## src/rtl/core/fit_strategy_block_allocator_macros.svh

```systemverilog
// ----------------------------------------------------------------------------
// fit_strategy_block_allocator_macros
// assertion macros used by the allocator datapath
// ----------------------------------------------------------------------------
`ifndef FIT_STRATEGY_BLOCK_ALLOCATOR_MACROS_SVH
`define FIT_STRATEGY_BLOCK_ALLOCATOR_MACROS_SVH

`ifndef SYNTHESIS
// property that must hold at every clock edge out of reset
`define FSBA_ASSERT(lbl, clk, rstn, prop) \
  lbl: assert property (@(posedge clk) disable iff (!rstn) (prop)) \
    else $error("fsba assertion failed");
// condition a implies b at the next edge
`define FSBA_ASSERT_NEXT(lbl, clk, rstn, a, b) \
  lbl: assert property (@(posedge clk) disable iff (!rstn) (a) |=> (b)) \
    else $error("fsba assertion failed");
`else
`define FSBA_ASSERT(lbl, clk, rstn, prop)
`define FSBA_ASSERT_NEXT(lbl, clk, rstn, a, b)
`endif

`endif

```

## src/rtl/core/fsba_pkg.sv

```systemverilog
// ----------------------------------------------------------------------------
// fsba_pkg
// types, constants and codes of the fit strategy block allocator
// ----------------------------------------------------------------------------
package fsba_pkg;

  localparam int unsigned POOL_UNITS = 128;
  localparam int unsigned OWNER_BITS = 16;
  localparam int unsigned IDX_W      = $clog2(POOL_UNITS);
  localparam int unsigned CNT_W      = $clog2(POOL_UNITS + 1);
  localparam int unsigned SIZE_W     = CNT_W;

  // request kinds
  localparam logic KIND_ALLOC = 1'b0;
  localparam logic KIND_FREE  = 1'b1;

  // fit strategy codes, anything else acts as worst fit
  localparam logic [1:0] FIT_FIRST = 2'd0;
  localparam logic [1:0] FIT_BEST  = 2'd1;
  localparam logic [1:0] FIT_WORST = 2'd2;

  // result status codes
  localparam logic [1:0] ST_DONE     = 2'd0;
  localparam logic [1:0] ST_NO_FIT   = 2'd1;
  localparam logic [1:0] ST_NO_OWNER = 2'd2;

  // register index as seen on paddr bit 2
  localparam logic REG_FIT_STRATEGY = 1'b0;

  typedef struct packed {
    logic        kind;
    logic [7:0]  request_units;
    logic [15:0] owner_tag;
  } in_req_t;

  typedef struct packed {
    logic [1:0] status;
    logic [6:0] start_unit;
    logic [7:0] ext_frag;
    logic [7:0] peak_fragmentation;
  } out_res_t;

  typedef struct packed {
    logic [IDX_W-1:0]      start;
    logic [SIZE_W-1:0]     size;
    logic                  is_free;
    logic [OWNER_BITS-1:0] owner;
  } entry_t;

  localparam entry_t RESET_ENTRY = '{
    start:   '0,
    size:    SIZE_W'(POOL_UNITS),
    is_free: 1'b1,
    owner:   '0
  };

  // controller to datapath
  typedef struct packed {
    logic accept;
    logic scan_run;
    logic plan;
    logic move_run;
    logic wr1;
    logic wr2;
    logic fload;
    logic frag_run;
    logic finish;
  } cmd_t;

  // datapath to controller
  typedef struct packed {
    logic eng_busy;
    logic found;
    logic split;
    logic out_free;
  } sts_t;

endpackage

```

## src/rtl/core/fsba_ctrl.sv

```systemverilog
// ----------------------------------------------------------------------------
// fsba_ctrl
// sequencer that steps the datapath through scan, move, write and rescan
// ----------------------------------------------------------------------------
module fsba_ctrl (
  input  logic          clk_i,
  input  logic          rst_ni,
  input  logic          in_valid_i,
  output logic          in_ready_o,
  input  fsba_pkg::sts_t sts_i,
  output fsba_pkg::cmd_t cmd_o
);
  import fsba_pkg::*;

  typedef enum logic [8:0] {
    S_IDLE   = 9'b000000001,
    S_SCAN   = 9'b000000010,
    S_DECIDE = 9'b000000100,
    S_MOVE   = 9'b000001000,
    S_WR1    = 9'b000010000,
    S_WR2    = 9'b000100000,
    S_FLOAD  = 9'b001000000,
    S_FRAG   = 9'b010000000,
    S_FIN    = 9'b100000000
  } state_e;

  state_e state_q, state_d;

  always_comb begin
    state_d = state_q;
    cmd_o   = '0;
    case (state_q)
      S_IDLE: begin
        if (in_valid_i) begin
          cmd_o.accept = 1'b1;
          state_d      = S_SCAN;
        end
      end
      S_SCAN: begin
        cmd_o.scan_run = 1'b1;
        if (!sts_i.eng_busy) state_d = S_DECIDE;
      end
      S_DECIDE: begin
        if (sts_i.found) begin
          cmd_o.plan = 1'b1;
          state_d    = S_MOVE;
        end else begin
          state_d = S_FLOAD;
        end
      end
      S_MOVE: begin
        cmd_o.move_run = 1'b1;
        if (!sts_i.eng_busy) state_d = S_WR1;
      end
      S_WR1: begin
        cmd_o.wr1 = 1'b1;
        state_d   = sts_i.split ? S_WR2 : S_FLOAD;
      end
      S_WR2: begin
        cmd_o.wr2 = 1'b1;
        state_d   = S_FLOAD;
      end
      S_FLOAD: begin
        cmd_o.fload = 1'b1;
        state_d     = S_FRAG;
      end
      S_FRAG: begin
        cmd_o.frag_run = 1'b1;
        if (!sts_i.eng_busy) state_d = S_FIN;
      end
      S_FIN: begin
        if (sts_i.out_free) begin
          cmd_o.finish = 1'b1;
          state_d      = S_IDLE;
        end
      end
      default: state_d = S_IDLE;
    endcase
  end

  assign in_ready_o = (state_q == S_IDLE);

  always_ff @(posedge clk_i or negedge rst_ni) begin
    if (!rst_ni) begin
      state_q <= S_IDLE;
    end else begin
      state_q <= state_d;
    end
  end

endmodule

```

## src/rtl/core/fsba_datapath.sv

```systemverilog
// ----------------------------------------------------------------------------
// fsba_datapath
// block table memory, read engine, pick logic, table rewrite and fragmentation
// ----------------------------------------------------------------------------
`include "fit_strategy_block_allocator_macros.svh"

module fsba_datapath (
  input  logic              clk_i,
  input  logic              rst_ni,
  input  logic [1:0]        fit_i,
  input  fsba_pkg::in_req_t in_req_i,
  input  fsba_pkg::cmd_t    cmd_i,
  output fsba_pkg::sts_t    sts_o,
  output logic              out_valid_o,
  input  logic              out_ready_i,
  output fsba_pkg::out_res_t out_res_o
);
  import fsba_pkg::*;

  entry_t mem [POOL_UNITS];

  entry_t           rdata_q;
  logic             ovr_q;
  logic             e0_q;
  logic             rvld_q;
  logic [IDX_W-1:0] ridx_q;
  logic [IDX_W-1:0] ptr_q;
  logic [CNT_W-1:0] left_q;
  logic             dn_q;

  logic [CNT_W-1:0] cnt_q;
  logic [SIZE_W-1:0] peak_q;
  in_req_t          req_q;
  logic             found_q;
  logic [IDX_W-1:0] pick_q;
  entry_t           pick_ent_q;
  entry_t           last_ent_q;
  entry_t           prev_ent_q;
  entry_t           next_ent_q;
  logic             pf_q;
  logic             nf_q;
  logic             split_q;
  logic [SIZE_W-1:0] total_q;
  logic [SIZE_W-1:0] largest_q;
  logic             out_valid_q;
  out_res_t         out_res_q;

  entry_t           rd_ent;
  logic             rd_issue;
  logic             wr_en;
  logic [IDX_W-1:0] wr_addr;
  entry_t           wr_data;
  logic             fit_ok;
  logic             better;
  logic             split_c;
  logic [1:0]       merge_r;
  logic [SIZE_W:0]  merge_sum;
  logic [SIZE_W-1:0] frag_c;

  assign rd_ent   = ovr_q ? RESET_ENTRY : rdata_q;
  assign rd_issue = (cmd_i.scan_run | cmd_i.move_run | cmd_i.frag_run) && (left_q != '0);
  assign merge_r  = {1'b0, pf_q} + {1'b0, nf_q};
  assign split_c  = (pick_ent_q.size > req_q.request_units) &&
                    (cnt_q < CNT_W'(POOL_UNITS));

  // candidate test for allocate scan
  assign fit_ok = rd_ent.is_free && (rd_ent.size >= req_q.request_units) &&
                  (req_q.request_units != '0);
  always_comb begin
    if (!found_q) begin
      better = 1'b1;
    end else if (fit_i == FIT_BEST) begin
      better = rd_ent.size < pick_ent_q.size;
    end else if (fit_i == FIT_FIRST) begin
      better = 1'b0;
    end else begin
      better = rd_ent.size > pick_ent_q.size;
    end
  end

  assign merge_sum = {1'b0, pick_ent_q.size} +
                     (pf_q ? {1'b0, prev_ent_q.size} : '0) +
                     (nf_q ? {1'b0, next_ent_q.size} : '0);

  // table write port
  always_comb begin
    wr_en   = 1'b0;
    wr_addr = pick_q;
    wr_data = rd_ent;
    if (cmd_i.move_run && rvld_q) begin
      wr_en   = 1'b1;
      wr_addr = dn_q ? ridx_q + IDX_W'(1) : ridx_q - IDX_W'(merge_r);
      wr_data = rd_ent;
    end else if (cmd_i.wr1) begin
      wr_en = 1'b1;
      if (req_q.kind == KIND_ALLOC) begin
        wr_addr = pick_q;
        wr_data = '{start: pick_ent_q.start,
                    size: split_q ? req_q.request_units : pick_ent_q.size,
                    is_free: 1'b0,
                    owner: req_q.owner_tag[OWNER_BITS-1:0]};
      end else begin
        wr_addr = pick_q - IDX_W'(pf_q);
        wr_data = '{start: pf_q ? prev_ent_q.start : pick_ent_q.start,
                    size: merge_sum[SIZE_W-1:0],
                    is_free: 1'b1,
                    owner: '0};
      end
    end else if (cmd_i.wr2) begin
      wr_en   = 1'b1;
      wr_addr = pick_q + IDX_W'(1);
      wr_data = '{start: pick_ent_q.start + req_q.request_units[IDX_W-1:0],
                  size: pick_ent_q.size - req_q.request_units,
                  is_free: 1'b1,
                  owner: '0};
    end
  end

  always_ff @(posedge clk_i) begin
    if (wr_en) mem[wr_addr] <= wr_data;
    if (rd_issue) rdata_q <= mem[ptr_q];
  end

  assign frag_c = total_q - largest_q;

  always_ff @(posedge clk_i or negedge rst_ni) begin
    if (!rst_ni) begin
      ovr_q       <= 1'b0;
      e0_q        <= 1'b1;
      rvld_q      <= 1'b0;
      ridx_q      <= '0;
      ptr_q       <= '0;
      left_q      <= '0;
      dn_q        <= 1'b0;
      cnt_q       <= CNT_W'(1);
      peak_q      <= '0;
      req_q       <= '0;
      found_q     <= 1'b0;
      pick_q      <= '0;
      pick_ent_q  <= '0;
      last_ent_q  <= '0;
      prev_ent_q  <= '0;
      next_ent_q  <= '0;
      pf_q        <= 1'b0;
      nf_q        <= 1'b0;
      split_q     <= 1'b0;
      total_q     <= '0;
      largest_q   <= '0;
      out_valid_q <= 1'b0;
      out_res_q   <= '0;
    end else begin
      // read engine
      rvld_q <= rd_issue;
      if (rd_issue) begin
        ridx_q <= ptr_q;
        ovr_q  <= e0_q && (ptr_q == '0);
      end
      if (cmd_i.accept || cmd_i.fload) begin
        ptr_q  <= '0;
        left_q <= cnt_q;
        dn_q   <= 1'b0;
      end else if (cmd_i.plan) begin
        if (req_q.kind == KIND_ALLOC) begin
          ptr_q  <= IDX_W'(cnt_q - CNT_W'(1));
          left_q <= split_c ? cnt_q - CNT_W'(1) - {1'b0, pick_q} : '0;
          dn_q   <= 1'b1;
        end else begin
          ptr_q  <= pick_q + IDX_W'(1) + IDX_W'(nf_q);
          left_q <= cnt_q - CNT_W'(1) - {1'b0, pick_q} - CNT_W'(nf_q);
          dn_q   <= 1'b0;
        end
        split_q <= (req_q.kind == KIND_ALLOC) && split_c;
      end else if (rd_issue) begin
        ptr_q  <= dn_q ? ptr_q - IDX_W'(1) : ptr_q + IDX_W'(1);
        left_q <= left_q - CNT_W'(1);
      end

      if (wr_en && (wr_addr == '0)) e0_q <= 1'b0;

      // request capture
      if (cmd_i.accept) begin
        req_q   <= in_req_i;
        found_q <= 1'b0;
        pf_q    <= 1'b0;
        nf_q    <= 1'b0;
        split_q <= 1'b0;
      end

      // choose or find a block
      if (cmd_i.scan_run && rvld_q) begin
        last_ent_q <= rd_ent;
        if (req_q.kind == KIND_ALLOC) begin
          if (fit_ok && better) begin
            found_q    <= 1'b1;
            pick_q     <= ridx_q;
            pick_ent_q <= rd_ent;
          end
        end else begin
          if (!found_q && !rd_ent.is_free &&
              (rd_ent.owner == req_q.owner_tag[OWNER_BITS-1:0])) begin
            found_q    <= 1'b1;
            pick_q     <= ridx_q;
            pick_ent_q <= rd_ent;
            prev_ent_q <= last_ent_q;
            pf_q       <= (ridx_q != '0) && last_ent_q.is_free;
          end
          if (found_q && ({1'b0, ridx_q} == {1'b0, pick_q} + CNT_W'(1))) begin
            nf_q       <= rd_ent.is_free;
            next_ent_q <= rd_ent;
          end
        end
      end

      // block count follows the rewrite
      if (cmd_i.wr1) begin
        if (req_q.kind == KIND_ALLOC) begin
          cnt_q <= cnt_q + CNT_W'(split_q);
        end else begin
          cnt_q <= cnt_q - CNT_W'(merge_r);
        end
      end

      // fragmentation rescan
      if (cmd_i.fload) begin
        total_q   <= '0;
        largest_q <= '0;
      end else if (cmd_i.frag_run && rvld_q && rd_ent.is_free) begin
        total_q <= total_q + rd_ent.size;
        if (rd_ent.size > largest_q) largest_q <= rd_ent.size;
      end

      // result register
      if (cmd_i.finish) begin
        out_valid_q        <= 1'b1;
        out_res_q.ext_frag <= frag_c;
        if (found_q) begin
          out_res_q.status     <= ST_DONE;
          out_res_q.start_unit <= (req_q.kind == KIND_ALLOC) ? pick_ent_q.start : '0;
          out_res_q.peak_fragmentation <= (frag_c > peak_q) ? frag_c : peak_q;
          if (frag_c > peak_q) peak_q <= frag_c;
        end else begin
          out_res_q.status <= (req_q.kind == KIND_ALLOC) ? ST_NO_FIT : ST_NO_OWNER;
          out_res_q.start_unit <= '0;
          out_res_q.peak_fragmentation <= peak_q;
        end
      end else if (out_ready_i) begin
        out_valid_q <= 1'b0;
      end
    end
  end

  assign sts_o.eng_busy = (left_q != '0) || rvld_q;
  assign sts_o.found    = found_q;
  assign sts_o.split    = split_q;
  assign sts_o.out_free = !out_valid_q || out_ready_i;

  assign out_valid_o = out_valid_q;
  assign out_res_o   = out_res_q;

  `FSBA_ASSERT(a_cnt_range, clk_i, rst_ni, (cnt_q != '0) && (cnt_q <= CNT_W'(POOL_UNITS)))
  `FSBA_ASSERT_NEXT(a_e0_clear, clk_i, rst_ni, wr_en && (wr_addr == '0), !e0_q)
  `FSBA_ASSERT(a_finish_free, clk_i, rst_ni, !cmd_i.finish || !out_valid_q || out_ready_i)
  `FSBA_ASSERT(a_no_write_scan, clk_i, rst_ni, !(wr_en && (cmd_i.scan_run || cmd_i.frag_run)))

endmodule

```

## src/rtl/core/fit_strategy_block_allocator.sv

```systemverilog
// ----------------------------------------------------------------------------
// fit_strategy_block_allocator
// first, best or worst fit block allocator with coalescing on free
// ----------------------------------------------------------------------------
// The pool of 128 units is kept as an address-ordered block table in a
// single-port-read memory. A request is served by passes over the table,
// none reading more entries than the block count (at most 128): one pass
// picks or finds the block, a second pass shifts the entries behind it by
// one read and one write each cycle, and a third pass rebuilds the
// fragmentation figures; the one read port of the table makes each pass
// a serial walk. A finished result also waits while the previous one is
// still held on the output. A new request is taken while the previous
// result waits on the output. The table needs no clearing pass after
// reset: only entry 0 is read before it is written, and a flag makes it
// read as the whole free pool until it is.
module fit_strategy_block_allocator (
  input  logic                clk_i,
  input  logic                rst_ni,
  // request channel
  input  logic                in_valid_i,
  output logic                in_ready_o,
  input  fsba_pkg::in_req_t   in_req_i,
  // result channel
  output logic                out_valid_o,
  input  logic                out_ready_i,
  output fsba_pkg::out_res_t  out_res_o,
  // configuration port
  input  logic                psel,
  input  logic                penable,
  input  logic                pwrite,
  input  logic [2:0]          paddr,
  input  logic [31:0]         pwdata,
  output logic [31:0]         prdata,
  output logic                pready
);
  import fsba_pkg::*;

  logic [1:0] fit_q;
  cmd_t       cmd;
  sts_t       sts;

  // apb register, paddr bit 2 picks the word, low bits are byte lanes
  assign pready = 1'b1;
  assign prdata = (paddr[2] == REG_FIT_STRATEGY) ? {30'd0, fit_q} : 32'd0;

  always_ff @(posedge clk_i or negedge rst_ni) begin
    if (!rst_ni) begin
      fit_q <= FIT_FIRST;
    end else if (psel && penable && pwrite && pready &&
                 (paddr[2] == REG_FIT_STRATEGY)) begin
      fit_q <= pwdata[1:0];
    end
  end

  // sequencer
  fsba_ctrl u_ctrl (
    .clk_i      (clk_i),
    .rst_ni     (rst_ni),
    .in_valid_i (in_valid_i),
    .in_ready_o (in_ready_o),
    .sts_i      (sts),
    .cmd_o      (cmd)
  );

  // table, pick logic and result register
  fsba_datapath u_dp (
    .clk_i       (clk_i),
    .rst_ni      (rst_ni),
    .fit_i       (fit_q),
    .in_req_i    (in_req_i),
    .cmd_i       (cmd),
    .sts_o       (sts),
    .out_valid_o (out_valid_o),
    .out_ready_i (out_ready_i),
    .out_res_o   (out_res_o)
  );

endmodule

```

## config.mk

```make
export PLATFORM = sky130hd
export DESIGN_NAME = fit_strategy_block_allocator
export DESIGN_NICKNAME = d
export VERILOG_FILES = /design/src/rtl/core/fsba_pkg.sv /design/src/rtl/core/fsba_ctrl.sv /design/src/rtl/core/fsba_datapath.sv /design/src/rtl/core/fit_strategy_block_allocator.sv
export VERILOG_INCLUDE_DIRS = /design/src /design/src/rtl/core
export SDC_FILE = /design/constraint.sdc
export NUM_CORES = 2
export LEC_CHECK = 0
export ABC_CLOCK_PERIOD_IN_PS = 10000
export BUFFER_PORTS_ARGS = -buffer_cell sky130_fd_sc_hd__buf_2
export CELL_PAD_IN_SITES_DETAIL_PLACEMENT = 1
export CELL_PAD_IN_SITES_GLOBAL_PLACEMENT = 2
export CORE_ASPECT_RATIO = 0.7
export CORE_UTILIZATION = 50
export DETAILED_ROUTE_END_ITERATION = 10
export PLACE_DENSITY = 0.8
export SYNTH_ARGS = -nofsm -noshare
export SYNTH_HDL_FRONTEND = slang
export SYNTH_SLANG_ARGS = --single-unit
```

## constraint.sdc

```tcl
create_clock -name clk_i -period 10 [get_ports clk_i]
set_input_delay 2 -clock clk_i [delete_from_list [all_inputs] [get_ports clk_i]]
set_output_delay 2 -clock clk_i [all_outputs]
set_load 0.05 [all_outputs]
```

## Word level (Yosys, flattened, before mapping)

Memory sizes are Yosys's and may differ from the RTL's. A register that Yosys moved wholly into a read port is not among the register bits.
Cells that the tools add are included.
W data, S select, Z words.

- Bits in registers: 177
- Bits in writable memories: 4096
- Output and inout bits: 60
- Word-level logic and storage cells: 219
- Memories kept: 1

Memories:

| memory | words | width | rd ports | clocked after Yosys merged registers in | wr ports | line | RTL |
|---|---|---|---|---|---|---|---|
| u_dp.mem | 128 | 32 | 1 | 1 | 1 | fsba_datapath.sv:20 | `entry_t mem [POOL_UNITS];` |

- Add/sub/neg operators: 21
- Order comparisons: 7
- Eq/ne operators: 19
- Mux-type cells: 89
- Bitwise gates (word level): 4
- Reduce and logical (&&, ||, !) cells: 45

Operators by type and width:

| kind | count |
|---|---|
| $mux W32 | 8 |
| $mux W7 | 17 |
| $mux W8 | 14 |
| $pmux W9 S9 | 1 |
| $mux W9 | 6 |
| $mux W1 | 41 |
| $gt A8 B8 Y1 | 4 |
| $add A8 B8 Y8 | 3 |
| $add A7 B1 Y7 const B | 3 |
| $logic_and A1 B1 Y1 | 19 |
| $eq A16 B16 Y1 | 1 |
| $reduce_bool A8 Y1 | 2 |
| $sub A8 B1 Y8 const B | 2 |
| $sub A8 B8 Y8 | 2 |
| $logic_not A7 Y1 | 2 |
| $ne A2 B2 Y1 const B | 6 |
| $reduce_and A3 Y1 | 4 |
| $reduce_bool A2 Y1 | 6 |
| $eq A9 B1 Y1 const B | 1 |
| $eq A9 B2 Y1 const B | 1 |
| $eq A9 B3 Y1 const B | 1 |
| $eq A9 B4 Y1 const B | 1 |
| $eq A9 B5 Y1 const B | 1 |
| $eq A9 B6 Y1 const B | 1 |
| other kinds (30) | 38 |

## Longest topological paths before layout

- Word-level depth: 9
- Gate-level depth with buffers: 15
- Mapped depth without buffers: 15

## Modules after synthesis

A second synthesis with hierarchy kept.

- Cell total of the unflattened synthesis: 7815
- Area, all modules: 170426.0 µm²

By module, submodules not included:

| module | times used | cells each | area each (µm²) | seq. area each (µm²) |
|---|---|---|---|---|
| fsba_datapath | 1 | 7705 | 169420.0 | 128115.4 |
| fsba_ctrl | 1 | 70 | 644.4 | 226.5 |
| fit_strategy_block_allocator | 1 | 40 | 361.6 | 50.0 |

## Worst setup path after synthesis

No wires, ideal clock.

- Path kind: reg-to-reg
- Start: register u_dp.nf_q
- End: memory u_dp.mem[0][22] (netlist name) (data pin)
- Setup time: 1265 ps
- Data arrival time: 7584 ps
- Data required time: 8735 ps
- Path slack: 1151 ps
- Stages on the path, launching flop included: 14
- Clock period less this slack: 8849 ps
- Cell sequence: dfrtp_1 -> clkbuf_1 -> nand2_1 -> fa_1 -> inv_1 -> ha_1 -> inv_1 -> fa_1 -> inv_1 -> a21o_1 -> a21oi_1 -> xnor2_1 -> a211oi_1 -> a221oi_1

RTL lines:

| what | line | RTL |
|---|---|---|
| start: declaration | fsba_datapath.sv:41 | `logic nf_q;` |
| start signal: assignment | fsba_datapath.sv:208 | `nf_q <= rd_ent.is_free;` |
| end: declaration | fsba_datapath.sv:20 |  |

## Worst setup path in the final report

- Start: register u_dp.nf_q
- End: memory u_dp.mem[108][14] (netlist name), enable pin

- Cells in the longest elaborated chain, start to end: 4

Ends and longest elaborated chain:

| what | line | RTL |
|---|---|---|
| $add A1 B1 Y2 | fsba_datapath.sv:62 | `assign merge_r = {1'b0, pf_q} + {1'b0, nf_q};` |
| $sub A7 B2 Y7 | fsba_datapath.sv:92 | `wr_addr = dn_q ? ridx_q + IDX_W'(1) : ridx_q - IDX_W'(merge_r);` |
| $mux W7 | fsba_datapath.sv:92 |  |
| $mux W7 | fsba_datapath.sv:90 | `if (cmd_i.move_run && rvld_q) begin` |

Every way passes these cells.

==> metrics.csv <==
metric,value,unit
status,completed,
core,336700,µm²
synth_cells,7710,
first_iter_violations,13350,
nets,8276,
route.detailed.drc,0,
netlist_area,169600,µm²
synth_top_cell_area_share,0.7307,
finalClockSkew,0.1163,ns
final_antenna_net_count,0,
overflow,0,
setup_viol,0,
synth.avg_cell_area,22.00,µm²
max_freq,163.0,MHz
maxSlewViolCount,0,
rows,178,
layout-area-overhead-vs-synth,12.17,%
pre_cts_slack,3.943,ns
insertion_delay,0.99,ns
synthTopCellsByCount,"4128 x edfxtp_1, 1176 x mux4_2, 221 x mux2i_1",
register_area,128400,µm²
finalCriticalPeriod,6.135,ns
comb_power_share,0.277,
grt_util_all_layers,0.2811,
ctsRootBufferMaster,clkbuf_16,
post-synth-top-area-cell,edfxtp_1,
synth-seq-cells,4305,
synth_area_leaders,"edfxtp_1 73%, mux4_2 16%, dfrtp_1 2.6%",
cts_tree,done,
fp.dieH,489.3,µm
hold_class,reg -> reg,
synth_edf_count,4128,
drive_gt1_frac,0.2856,
crit_start,u_dp.nf_q,
intPower,35.67,mW
ir_worst_vdd,0.0001769,V
multi_input_area,40480,µm²
postCtsSetupBuffers,0,
initial_core_util,0.5038,
ios,127,
synth_most_common_cell,edfxtp_1,
antenna_found_initial,45,
worstPathArrival,6.72,ns
max-cap-violations,0,
grt_pass1_vias,86990,
async_flop_share,0.04111,
cts.clk_slew.worst_paths,0.06,ns
power.density,273.7,nW/µm²
vias_per_cell,6.663,
crit_fanout,18,
drt_first_pass_iters,5,
ys_warn_count,0,
hp-start,u_dp.e0_q,
h-tree-depth,5,
ys_types,89,
p_sw_frac,0.3151,
period_share,0.6135,
fill_cells,28250,
grt_max_degree,132,
die_width,698.2,µm
cts_resized,0,
portBuffers,63,
vias,86030,
tns,0,ns
ys_seq_area_frac,0.7568,
die-area,341700,µm²
grt_pass1_wl,672400,µm
numCtsBuffers,395,
tightest_slew,1.411,ns
gp_congestion,0.8934,
total_power,52.08,mW
crit_type,reg -> reg,
crit_required,10.59,ns
critPathCaptureType,register,
fin_util,0.5651,
dp_hpwl,277300,µm
rsz0062_at_grt,false,
cts.path.max_buffers,4,
worstSetupStartpointType,register,
r2r_start,u_dp.nf_q,
clkPwrFrac,0.289,
slew_headroom,0.05759,
p_seq_frac,0.433,
wl,483200,µm
wl_per_cell,37.42,µm
clock_sinks,4305,
p_leak,58.82,nW
synth_top_flop_cell,edfxtp_1,
fin_ws,3.865,ns
p_sw,16.41,mW
hold_violations,0,
cts_hold_buffers,0,
[flip-flops by register name, summed over array words and instances (netlist names), 9 cells and up]
signal and cells:
u_dp.req_q 25, u_dp.out_res_o 25, u_ctrl.state_q 9, u_dp.prev_ent_q 15, u_dp.rdata_q 32, u_dp.last_ent_q 16
u_dp.mem 4096, u_dp.pick_ent_q 15
[per-layer routing]
metal | global-route usage | up-vias | routed length [µm]
met1 | 0.4206 | 46520 | 196100
met4 | 0.08031 | 18 | 15080
met5 | 0 | - | 103
li1 | - | 33210 | -
met2 | 0.4162 | 5503 | 213600
met3 | 0.06894 | 785 | 58370
[final timing paths]
kind	endpoint	slack, ns	cells after the start
hold / removal	u_dp.e0_q	0.47	1
min in group asynchronous	u_dp.req_q[6]	1.09	1
setup reg to reg	u_dp.mem[108][14]	3.86	13
max in group asynchronous	u_dp.ptr_q[0]	7.46	2
hold reg to reg	u_dp.e0_q	0.47	1
setup / recovery	u_dp.mem[108][14]	3.86	13
[area by class of cell]
class                      instances  share of cell area
inverter                          99            0.001953
antenna                            9           0.0001184
multi-input combinational       2920              0.2127
sequential                      4305              0.6748
timing repair buffer             369             0.01472
clock buffer                     469             0.05430
tap                             4500             0.02959
clock inverter                   241             0.01176
[per-stage QoR]
step	std cells	instance area (µm²)	hold slack [ns]
finish	12910	190300	0.4704
global route	12910	190300	0.4887
CTS	12900	190300	0.4675
detailed placement	12190	177700	0.4527
global placement	12190	177700	0.4444
floorplan	7739	169800	0.4374
[kinds of logic (layout without fill, tap and decap cells)]
family                     Yosys count  count (layout)  share of synthesized area
AOI/OAI and AO/OA                  548             548                    0.02165
other                                2              40                 0.00004427
muxes                             1476            1476                     0.1746
adders and majority gates          119             119                   0.009485
buffers and inverters              514            1178                    0.01317
xor gates and xnor gates            94              94                   0.004853
and+or+nand+nor                    652             652                    0.01938
DFF                               4305            4305                     0.7568
[worst max-delay path, stage by stage, from the launching register on]
cell and delay, ns:
dfrtp_1 0.78, inv_1 0.12, ha_1 0.34, or2_2 0.30, ha_1 0.24, fa_1 0.47
a21o_1 0.19, a211oi_1 0.24, nor3_1 0.08, a21oi_2 0.34, nor2b_1 0.63, nand3_1 0.77
nor2_4 0.78, buf_4 0.50
[cell usage in the layout (no fill, tap or decap), drive strengths merged, types with 11 or more instances in the layout]
cell type / Yosys / final
o21bai: 11 / 11
buf: 220 / 368
a31oi: 15 / 15
clkbuf: 195 / 470
nand3: 53 / 53
nand2b: 28 / 28
a21oi: 82 / 82
a22o: 24 / 24
a21o: 24 / 24
a211oi: 21 / 21
nand2: 170 / 170
bufinv: 0 / 38
inv: 98 / 114
edfxtp: 4128 / 4128
fa: 16 / 16
xor2: 28 / 28
o211ai: 18 / 18
nor2b: 41 / 41
o22ai: 73 / 73
nor4: 28 / 28
ha: 103 / 103
o221ai: 29 / 29
clkinv: 1 / 174
nor2: 206 / 206
o21ai: 132 / 132
conb: 2 / 31
clkinvlp: 0 / 14
a221o: 14 / 14
mux4: 1176 / 1176
nand4: 26 / 26
mux2: 76 / 76
xnor2: 66 / 66
a221oi: 18 / 18
nor3: 24 / 24
and2: 17 / 17
dfrtp: 174 / 174
a22oi: 45 / 45
mux2i: 224 / 224
[power groups by stage]
stage,registers (mW),clock network (mW),logic (mW)
2_1_floorplan,22.9,0,8.80
3_3_place_gp,22.9,0,13.8
3_5_place_dp,22.9,0,14.3
4_1_cts,22.5,15.2,14.3
5_1_grt,22.6,15.8,15.1
6_report,22.6,15.1,14.4
Power figures use the tool's default switching activity.
